`src/hdl/vgmcd_pkg.sv`:
```
// shared constants, types and the command length table of the command decoder
package vgmcd_pkg;

    localparam int OFFSET_WIDTH    = 32;
    localparam int DL_WIDTH        = 32;
    localparam int RATE_WIDTH      = 18;
    localparam int WAIT_WIDTH      = 16;
    localparam int DELAY_WIDTH     = 19;
    localparam int ADDR_WIDTH      = 9;
    localparam int VALUE_WIDTH     = 8;
    localparam int BYTE_WIDTH      = 8;
    localparam int ARGS_WIDTH      = 3;
    localparam int TDATA_WIDTH     = 40;
    localparam int TPAD_WIDTH      = TDATA_WIDTH - ADDR_WIDTH - VALUE_WIDTH - DELAY_WIDTH;
    localparam int CFG_INDEX_WIDTH = 1;
    localparam int CFG_DATA_WIDTH  = 32;

    // configuration register indexes
    localparam logic [CFG_INDEX_WIDTH-1:0] REG_OUTPUT_RATE = 1'd0;
    localparam logic [CFG_INDEX_WIDTH-1:0] REG_DATA_LENGTH = 1'd1;

    localparam logic [RATE_WIDTH-1:0] OUTPUT_RATE_RESET = 18'd49716;
    localparam logic [DL_WIDTH-1:0]   DATA_LENGTH_RESET = 32'd1;

    typedef logic [1:0] kind_t;
    localparam kind_t KIND_WRITE = 2'd0;
    localparam kind_t KIND_DELAY = 2'd1;
    localparam kind_t KIND_END   = 2'd2;

    // opcodes
    localparam logic [7:0] OP_WRITE_FIRST = 8'h5A;
    localparam logic [7:0] OP_WRITE_HIGH  = 8'h5F;
    localparam logic [7:0] OP_WAIT_N      = 8'h61;
    localparam logic [7:0] OP_WAIT_NTSC   = 8'h62;
    localparam logic [7:0] OP_WAIT_PAL    = 8'h63;
    localparam logic [7:0] OP_END         = 8'h66;
    localparam logic [7:0] OP_WAIT_SHORT  = 8'h70;
    localparam logic [7:0] OP_WAIT_NIBBLE = 8'h80;

    localparam logic [WAIT_WIDTH-1:0] WAIT_NTSC_SAMPLES = 16'd735;
    localparam logic [WAIT_WIDTH-1:0] WAIT_PAL_SAMPLES  = 16'd882;

    // divide by 44100 as a shift by 2 then a reciprocal multiply by 1/11025
    localparam int SAMPLE_RATE = 44100;
    localparam int PRE_SHIFT   = 2;
    localparam int DIV_ODD     = SAMPLE_RATE / 4;
    localparam int PROD_WIDTH  = WAIT_WIDTH + RATE_WIDTH;
    localparam int X_WIDTH     = PROD_WIDTH - PRE_SHIFT;
    localparam int RECIP_SHIFT = 45;
    localparam logic [63:0] RECIP_WIDE = (64'd1 << RECIP_SHIFT) / 64'(DIV_ODD);
    localparam logic [X_WIDTH-1:0] RECIP = RECIP_WIDE[X_WIDTH-1:0];

    // argument bytes that follow an opcode (command length minus one)
    function automatic logic [ARGS_WIDTH-1:0] cmd_args(input logic [7:0] op);
        logic [ARGS_WIDTH-1:0] n;
        n = 3'd0;
        priority if (op >= 8'h5A && op <= 8'h5F) n = 3'd2;
        else if (op == 8'h61)                    n = 3'd2;
        else if (op >= 8'h62 && op <= 8'h8F)     n = 3'd0;
        else if (op >= 8'h30 && op <= 8'h3F)     n = 3'd1;
        else if (op >= 8'h40 && op <= 8'h4E)     n = 3'd2;
        else if (op >= 8'h4F && op <= 8'h50)     n = 3'd1;
        else if (op >= 8'h51 && op <= 8'h61)     n = 3'd2;
        else if (op >= 8'hA0 && op <= 8'hBF)     n = 3'd2;
        else if (op >= 8'hC0 && op <= 8'hDF)     n = 3'd3;
        else if (op >= 8'hE0)                    n = 3'd4;
        else                                     n = 3'd0;
        return n;
    endfunction

endpackage

```
`src/hdl/vgm_command_decoder.sv`:
```
// command stream decoder: byte collection, command decode and wait scaling pipeline
//
//  channel   | direction | transaction contents
//  ----------+-----------+-----------------------------------------------------
//  s_axis    | in        | tdata[7:0] stream_byte
//  m_axis    | out       | tdata addr/value/delay, tuser kind, tlast stream_end
//  cfg       | in        | cfg_index register, cfg_data value (always ready)
//
// one stream byte is taken every cycle unless the pipeline stalls; a result passes
// the decode register and the two multiplier stages plus the correction stage of
// the rate scaling on its way to m_axis.
// each full stage holds while the next one is full and cannot move on, so bubbles
// from bytes without a result are squeezed out under output stall.
// rst_n clears the command state and all stage valid flags and resets the configuration.
module vgm_command_decoder
(
    input  logic                                   clk,
    input  logic                                   rst_n,
    input  logic                                   s_axis_tvalid,
    output logic                                   s_axis_tready,
    input  logic [vgmcd_pkg::BYTE_WIDTH-1:0]       s_axis_tdata,   // [7:0] stream_byte
    output logic                                   m_axis_tvalid,
    input  logic                                   m_axis_tready,
    // [8:0] reg_address, [16:9] reg_value, [35:17] delay_ticks, [39:36] zero
    output logic [vgmcd_pkg::TDATA_WIDTH-1:0]      m_axis_tdata,
    output vgmcd_pkg::kind_t                       m_axis_tuser,   // [1:0] kind
    output logic                                   m_axis_tlast,
    input  logic                                   cfg_valid,
    output logic                                   cfg_ready,
    input  logic [vgmcd_pkg::CFG_INDEX_WIDTH-1:0]  cfg_index,
    input  logic [vgmcd_pkg::CFG_DATA_WIDTH-1:0]   cfg_data
);
    import vgmcd_pkg::*;

    // configuration
    logic [RATE_WIDTH-1:0]   output_rate_reg;
    logic [DL_WIDTH-1:0]     data_length_reg;

    // command state
    logic [7:0]              opcode_reg, opcode_next;
    logic [ARGS_WIDTH-1:0]   bytes_left_reg, bytes_left_next;
    logic [7:0]              arg_low_reg, arg_low_next;
    logic [7:0]              arg_high_reg, arg_high_next;
    logic [OFFSET_WIDTH-1:0] byte_offset_reg, byte_offset_next;
    logic                    ended_reg, ended_next;

    logic                    in_fire;
    logic [OFFSET_WIDTH-1:0] offset_adv;
    logic [ARGS_WIDTH-1:0]   arg_pos;
    logic                    at_end;
    logic                    end_flag;
    logic                    finish;
    logic [WAIT_WIDTH-1:0]   fin_wait;

    // decode result
    logic                    res_valid;
    kind_t                   res_kind;
    logic [ADDR_WIDTH-1:0]   res_addr;
    logic [VALUE_WIDTH-1:0]  res_value;
    logic [WAIT_WIDTH-1:0]   res_wait;
    logic                    res_end;

    // stage 1: decoded command
    logic                    s1_valid_reg;
    kind_t                   s1_kind_reg;
    logic [ADDR_WIDTH-1:0]   s1_addr_reg;
    logic [VALUE_WIDTH-1:0]  s1_value_reg;
    logic [WAIT_WIDTH-1:0]   s1_wait_reg;
    logic                    s1_end_reg;

    // stage 2: wait times rate, pre-shifted
    logic                    s2_valid_reg;
    kind_t                   s2_kind_reg;
    logic [ADDR_WIDTH-1:0]   s2_addr_reg;
    logic [VALUE_WIDTH-1:0]  s2_value_reg;
    logic [X_WIDTH-1:0]      s2_x_reg;
    logic                    s2_end_reg;
    logic [PROD_WIDTH-1:0]   rate_prod;

    // stage 3: quotient estimate, low by at most one
    logic                    s3_valid_reg;
    kind_t                   s3_kind_reg;
    logic [ADDR_WIDTH-1:0]   s3_addr_reg;
    logic [VALUE_WIDTH-1:0]  s3_value_reg;
    logic [X_WIDTH-1:0]      s3_x_reg;
    logic [DELAY_WIDTH-1:0]  s3_q0_reg;
    logic                    s3_end_reg;
    logic [63:0]             recip_prod;

    // output register
    logic                    out_valid_reg;
    logic [TDATA_WIDTH-1:0]  out_data_reg;
    kind_t                   out_kind_reg;
    logic                    out_last_reg;
    logic [X_WIDTH-1:0]      q0_times;
    logic [X_WIDTH-1:0]      remainder;
    logic [DELAY_WIDTH-1:0]  delay_q;

    logic                    out_ready;
    logic                    s3_ready;
    logic                    s2_ready;
    logic                    s1_ready;

    assign out_ready     = !out_valid_reg || m_axis_tready;
    assign s3_ready      = !s3_valid_reg || out_ready;
    assign s2_ready      = !s2_valid_reg || s3_ready;
    assign s1_ready      = !s1_valid_reg || s2_ready;
    assign s_axis_tready = s1_ready;
    assign in_fire       = s_axis_tvalid && s_axis_tready;
    assign cfg_ready     = 1'b1;

    assign m_axis_tvalid = out_valid_reg;
    assign m_axis_tdata  = out_data_reg;
    assign m_axis_tuser  = out_kind_reg;
    assign m_axis_tlast  = out_last_reg;

    // saturating byte count
    assign offset_adv = (byte_offset_reg == {OFFSET_WIDTH{1'b1}}) ? byte_offset_reg
                                                                  : byte_offset_reg + 1'b1;
    assign arg_pos    = cmd_args(opcode_reg) - bytes_left_reg;
    assign at_end     = DL_WIDTH'(offset_adv) >= data_length_reg;
    assign end_flag   = (opcode_next == OP_END) || at_end;

    always_comb
    begin
        priority if (opcode_next == OP_WAIT_N)
            fin_wait = {arg_high_next, arg_low_next};
        else if (opcode_next == OP_WAIT_NTSC)
            fin_wait = WAIT_NTSC_SAMPLES;
        else if (opcode_next == OP_WAIT_PAL)
            fin_wait = WAIT_PAL_SAMPLES;
        else if (opcode_next[7:4] == OP_WAIT_SHORT[7:4])
            fin_wait = WAIT_WIDTH'(opcode_next[3:0]) + WAIT_WIDTH'(1);
        else if (opcode_next[7:4] == OP_WAIT_NIBBLE[7:4])
            fin_wait = WAIT_WIDTH'(opcode_next[3:0]);
        else
            fin_wait = '0;
    end

    always_comb
    begin
        opcode_next      = opcode_reg;
        bytes_left_next  = bytes_left_reg;
        arg_low_next     = arg_low_reg;
        arg_high_next    = arg_high_reg;
        byte_offset_next = byte_offset_reg;
        ended_next       = ended_reg;
        finish           = 1'b0;
        res_valid        = 1'b0;
        res_kind         = KIND_WRITE;
        res_addr         = '0;
        res_value        = '0;
        res_wait         = '0;
        res_end          = 1'b0;
        if (in_fire && !ended_reg)
        begin
            if (bytes_left_reg == '0)
            begin
                if (DL_WIDTH'(byte_offset_reg) >= data_length_reg)
                begin
                    // opcode arriving with the length already used up
                    ended_next = 1'b1;
                    res_valid  = 1'b1;
                    res_kind   = KIND_END;
                    res_end    = 1'b1;
                end
                else
                begin
                    opcode_next      = s_axis_tdata;
                    arg_low_next     = '0;
                    arg_high_next    = '0;
                    bytes_left_next  = cmd_args(s_axis_tdata);
                    byte_offset_next = offset_adv;
                    finish           = (cmd_args(s_axis_tdata) == '0);
                end
            end
            else
            begin
                if (arg_pos == 3'd0)
                    arg_low_next = s_axis_tdata;
                else if (arg_pos == 3'd1)
                    arg_high_next = s_axis_tdata;
                byte_offset_next = offset_adv;
                bytes_left_next  = bytes_left_reg - 1'b1;
                finish           = (bytes_left_reg == 3'd1);
            end
            if (finish)
            begin
                ended_next = end_flag;
                if (opcode_next >= OP_WRITE_FIRST && opcode_next <= OP_WRITE_HIGH)
                begin
                    res_valid = 1'b1;
                    res_kind  = KIND_WRITE;
                    res_addr  = {opcode_next == OP_WRITE_HIGH, arg_low_next};
                    res_value = arg_high_next;
                    res_end   = at_end;
                end
                else if (fin_wait != '0)
                begin
                    res_valid = 1'b1;
                    res_kind  = KIND_DELAY;
                    res_wait  = fin_wait;
                    res_end   = end_flag;
                end
                else if (end_flag)
                begin
                    res_valid = 1'b1;
                    res_kind  = KIND_END;
                    res_end   = 1'b1;
                end
            end
        end
    end

    always_ff @(posedge clk or negedge rst_n)
    begin
        if (!rst_n)
        begin
            output_rate_reg <= OUTPUT_RATE_RESET;
            data_length_reg <= DATA_LENGTH_RESET;
        end
        else if (cfg_valid && cfg_ready)
        begin
            unique case (cfg_index)
                REG_OUTPUT_RATE: output_rate_reg <= cfg_data[RATE_WIDTH-1:0];
                REG_DATA_LENGTH: data_length_reg <= cfg_data[DL_WIDTH-1:0];
                default:         ;
            endcase
        end
    end

    always_ff @(posedge clk or negedge rst_n)
    begin
        if (!rst_n)
        begin
            opcode_reg      <= '0;
            bytes_left_reg  <= '0;
            arg_low_reg     <= '0;
            arg_high_reg    <= '0;
            byte_offset_reg <= '0;
            ended_reg       <= 1'b0;
        end
        else
        begin
            opcode_reg      <= opcode_next;
            bytes_left_reg  <= bytes_left_next;
            arg_low_reg     <= arg_low_next;
            arg_high_reg    <= arg_high_next;
            byte_offset_reg <= byte_offset_next;
            ended_reg       <= ended_next;
        end
    end

    assign rate_prod  = PROD_WIDTH'(s1_wait_reg) * PROD_WIDTH'(output_rate_reg);
    assign recip_prod = 64'(s2_x_reg) * 64'(RECIP);
    assign q0_times   = X_WIDTH'(s3_q0_reg) * X_WIDTH'(DIV_ODD);
    assign remainder  = s3_x_reg - q0_times;
    assign delay_q    = (remainder >= X_WIDTH'(DIV_ODD)) ? s3_q0_reg + 1'b1 : s3_q0_reg;

    // stage valid flags
    always_ff @(posedge clk or negedge rst_n)
    begin
        if (!rst_n)
        begin
            s1_valid_reg  <= 1'b0;
            s2_valid_reg  <= 1'b0;
            s3_valid_reg  <= 1'b0;
            out_valid_reg <= 1'b0;
        end
        else
        begin
            if (s1_ready)
                s1_valid_reg <= in_fire && res_valid;
            if (s2_ready)
                s2_valid_reg <= s1_valid_reg;
            if (s3_ready)
                s3_valid_reg <= s2_valid_reg;
            if (out_ready)
                out_valid_reg <= s3_valid_reg;
        end
    end

    // stage payload
    always_ff @(posedge clk)
    begin
        if (s1_ready)
        begin
            s1_kind_reg  <= res_kind;
            s1_addr_reg  <= res_addr;
            s1_value_reg <= res_value;
            s1_wait_reg  <= res_wait;
            s1_end_reg   <= res_end;
        end
        if (s2_ready)
        begin
            s2_kind_reg  <= s1_kind_reg;
            s2_addr_reg  <= s1_addr_reg;
            s2_value_reg <= s1_value_reg;
            s2_x_reg     <= rate_prod[PROD_WIDTH-1:PRE_SHIFT];
            s2_end_reg   <= s1_end_reg;
        end
        if (s3_ready)
        begin
            s3_kind_reg  <= s2_kind_reg;
            s3_addr_reg  <= s2_addr_reg;
            s3_value_reg <= s2_value_reg;
            s3_x_reg     <= s2_x_reg;
            s3_q0_reg    <= recip_prod[RECIP_SHIFT+DELAY_WIDTH-1:RECIP_SHIFT];
            s3_end_reg   <= s2_end_reg;
        end
        if (out_ready)
        begin
            out_data_reg <= {{TPAD_WIDTH{1'b0}}, delay_q, s3_value_reg, s3_addr_reg};
            out_kind_reg <= s3_kind_reg;
            out_last_reg <= s3_end_reg;
        end
    end

`ifndef SYNTHESIS
    a_ended_sticky: assert property (@(posedge clk) disable iff (!rst_n)
        ended_reg |=> ended_reg)
        else $error("end of stream flag cleared");

    a_silent_after_end: assert property (@(posedge clk) disable iff (!rst_n)
        (ended_reg && s1_ready) |=> !s1_valid_reg)
        else $error("result produced after end of stream");

    a_end_marks_last: assert property (@(posedge clk) disable iff (!rst_n)
        (m_axis_tvalid && m_axis_tuser == KIND_END) |-> m_axis_tlast)
        else $error("end result without stream_end");

    a_reg_fields_zero: assert property (@(posedge clk) disable iff (!rst_n)
        (m_axis_tvalid && m_axis_tuser != KIND_WRITE) |-> m_axis_tdata[16:0] == '0)
        else $error("register fields set on a non-write result");

    a_args_bounded: assert property (@(posedge clk) disable iff (!rst_n)
        bytes_left_reg <= 3'd4)
        else $error("argument count beyond longest command");
`endif

endmodule

```
`config.mk`:
```
export PLATFORM = sky130hd
export DESIGN_NAME = vgm_command_decoder
export DESIGN_NICKNAME = d
export VERILOG_FILES = /design/src/hdl/vgmcd_pkg.sv /design/src/hdl/vgm_command_decoder.sv
export SDC_FILE = /design/constraint.sdc
export NUM_CORES = 2
export LEC_CHECK = 0
export BUFFER_PORTS_ARGS = -buffer_cell sky130_fd_sc_hd__buf_2
export CAP_MARGIN = 30
export CORE_ASPECT_RATIO = 0.9
export CORE_MARGIN = 2
export CORE_UTILIZATION = 42
export CTS_CLUSTER_DIAMETER = 60
export DETAILED_ROUTE_END_ITERATION = 12
export GPL_ROUTABILITY_DRIVEN = 0
export SLEW_MARGIN = 0
export SYNTH_ARGS = -nofsm -noshare
export SYNTH_HDL_FRONTEND = slang
export SYNTH_SLANG_ARGS = --single-unit
```
`constraint.sdc`:
```
create_clock -name clk -period 7.5 [get_ports clk]
set_clock_uncertainty 0.2 [all_clocks]
set_input_delay 2.25 -clock clk [delete_from_list [all_inputs] [get_ports clk]]
set_output_delay 2.25 -clock clk [all_outputs]
set_load 0.005 [all_outputs]
```
==> metrics.txt <==
first-pass GRT wire length 187 mm; largest net degree at the start of global routing 61; Setup crit start kind flop; Finished Core Util 48.3%; synth top area cells fa_1 33%, ha_1 19%, edfxtp_1 13%; total CTS buffers 42; clock share of power 23.5%; CTS tree yes; final-report hold violation count 0; setup slack after layout -173 ps; P&R area growth vs syn 14.0%; post-route clock period utilization 102%; most frequent cells after synthesis 1170 x inv_1, 759 x fa_1, 711 x ha_1, 310 x nand2_1, 198 x edfxtp_1; io pins 92; CTS Sinks 312; Max Root-Sink Buffers 3; FP Rows 115; Post-DRT Antenna Nets 0; Final Max Tran Viols 0; Yosys warning total 0; number of flip-flops in the largest register 36; Max-Cap Viols 0; Data required, critical path 7620 ps; Worst-Skew Late Latency 600 ps; run status finished, violations left; arrival time at the worst endpoint 7790 ps; initial core utilization 42.4%; HPWL Detailed 99.6 mm; EDFF count, synth 198; max frequency 130 MHz; die area 0.113 mm²; H-Tree Depth 2; worst vdd ir 0.000552 V; CP endpoint kind flop; post-synth cell types 89; slew margin rel. 43.3%; Logic pwr share 52.5%; finished layout cell area 0.0528 mm²; overall power 9.04 mW; DRC errors left 0; setup violators final 5; Detailed Route WL 116 mm; vias in the first global route 33511; Synth async-reset ratio 36.5%; PortBufs 86; Crit Path Max Fanout 4; post-synth top area share 32.8%; initial antenna violation count 4; vias 31096; clock-pin transition on the worst setup and hold timing paths 60 ps; RSZ-0062 raised after global routing true; DP Area 0.0507 mm²; routed vias/inst 4.90; wire per inst 18.2 µm; leakage 28.4 nW; pwr dens 171 mW/mm²; core area 0.109 mm²; share of cells above drive strength 1 13.8%; number of DRC markers in iteration 0 1788; P_sw 3.62 mW; Total GRT Usage 21.1%; count leader, synth inv_1; total grt overflow 0; Mean Syn Cell Area 10.4 µm²; CP Class flop to flop; failing checks setup timing; switch share 40.0%; Seq/Total Area, Yosys 19.0%; Die Span Y 319 µm; Hold Path Class flop to flop; Cells after Synth 4467; Int Pwr 5.43 mW; Synth area leader fa_1; DR pass1 iterations 7; Die X 354 µm; CTS root buf clkbuf_16; Final min period 7670 ps; Worst-Margin Slew 849 ps; sequential share of power 24.0%; nets@finish 6369; post-synthesis register bit count 312; Mapped Area 0.0463 mm²; ys flop type edfxtp_1
[cell families (layout without fill, tap and decap cells)]
logic type      Yosys count  in the layout  synth area share [%]
buf+inv                1266           1683                  10.4
xor+xnor                161            161                  3.04
other cells               2              6                0.0162
flops                   312            312                  19.0
compound gates          381            381                  5.59
fa+ha+maj              1470           1470                  52.0
simple gates            807            807                  8.37
mux                      68             68                  1.63
[per-stage QoR]
| stage | setup slack [ps] | cells | setup TNS (ps) | hold WS, ps |
|---|---|---|---|---|
| 2_1_floorplan | 0.779 | 4470 | 0 | 200 |
| 3_5_place_dp | -469 | 6236 | -3380 | 205 |
| 3_3_place_gp | -371 | 6236 | -2200 | 201 |
| 4_1_cts | -193 | 6322 | -818 | 220 |
| 5_1_grt | -425 | 6350 | -3070 | 225 |
| 6_report | -173 | 6350 | -694 | 217 |
[cells in the final DEF, fill, tap and decap left out, drive strengths merged, types with 29 or more instances in the layout]
cell type  netlist  layout
mux2            60      60
inv           1170    1180
clkbuf          76      45
dfrtp          107     107
a21o            45      45
nor2           144     144
nor3            40      40
edfxtp         198     198
ha             711     711
nand3           55      55
fa             759     759
buf             20     435
nand2          310     310
a21oi          104     104
o21ai           75      75
nand4           29      29
xor2            54      54
xnor2          107     107
and2           100     100
[path summary, 6_finish.rpt]
kind	from	to	slack, ps	cells after the start
max in group asynchronous	rst_n	output_rate_reg[3]	4270	2
max reg2reg	s2_x_reg[16]	s3_q0_reg[16]	-170	27
max	s2_x_reg[16]	s3_q0_reg[16]	-170	27
min in group asynchronous	rst_n	byte_offset_reg[27]	1510	1
min reg2reg	s2_addr_reg[0]	s3_addr_reg[0]	220	0
min	s2_addr_reg[0]	s3_addr_reg[0]	220	0
[routing by layer]
layer / GRT usage (%) / wire length, µm / vias up
li1: - / - / 14825
met2: 35.0 / 54500 / 719
met3: 3.28 / 6510 / 138
met4: 4.08 / 2240 / 6
met5: 0 / 34 / -
met1: 29.3 / 52500 / 15408
[power groups by stage]
stage	sequential, mW	combinational, mW	clock (mW)
finish	2.17	4.75	2.12
floorplan	2.10	3.47	0
global route	2.19	5.36	2.25
global placement	2.19	4.50	0
detailed placement	2.20	4.56	0
CTS	2.16	4.61	2.17
[cell type report]
cell class	count	area (µm²)
well taps	1462	1830
multi-input cells	2892	33200
clock inverters	33	384
clock buffers	45	1080
diodes	1	2.50
fillers	10117	56500
flip-flops and latches	312	8820
inverters	1170	4390
repair buffers	435	3180
[worst max-delay path, cell delays in order, from the launching register on]
cell,delay (ps)
edfxtp_1,450
buf_6,160
fa_1,550
inv_1,70
fa_1,480
inv_1,50
fa_1,510
inv_1,60
fa_1,490
inv_1,50
fa_1,490
fa_1,440
fa_1,540
inv_1,50
fa_1,530
inv_1,60
ha_4,260
a21o_1,160
a21oi_2,60
nor4_2,330
nand2_1,170
a21oi_4,220
o21ai_4,110
a31oi_4,180
o21ai_2,100
a211oi_2,340
or4b_4,190
nand4b_1,80
[what timing repair did]
action                     4_1_cts  5_1_grt
pin swaps                       45       30
setup endpoints to repair       15       33
hold buffers                     0        0
gates resized for setup         39       52
setup buffers                    9       27
(Power assumes the default switching activity.)
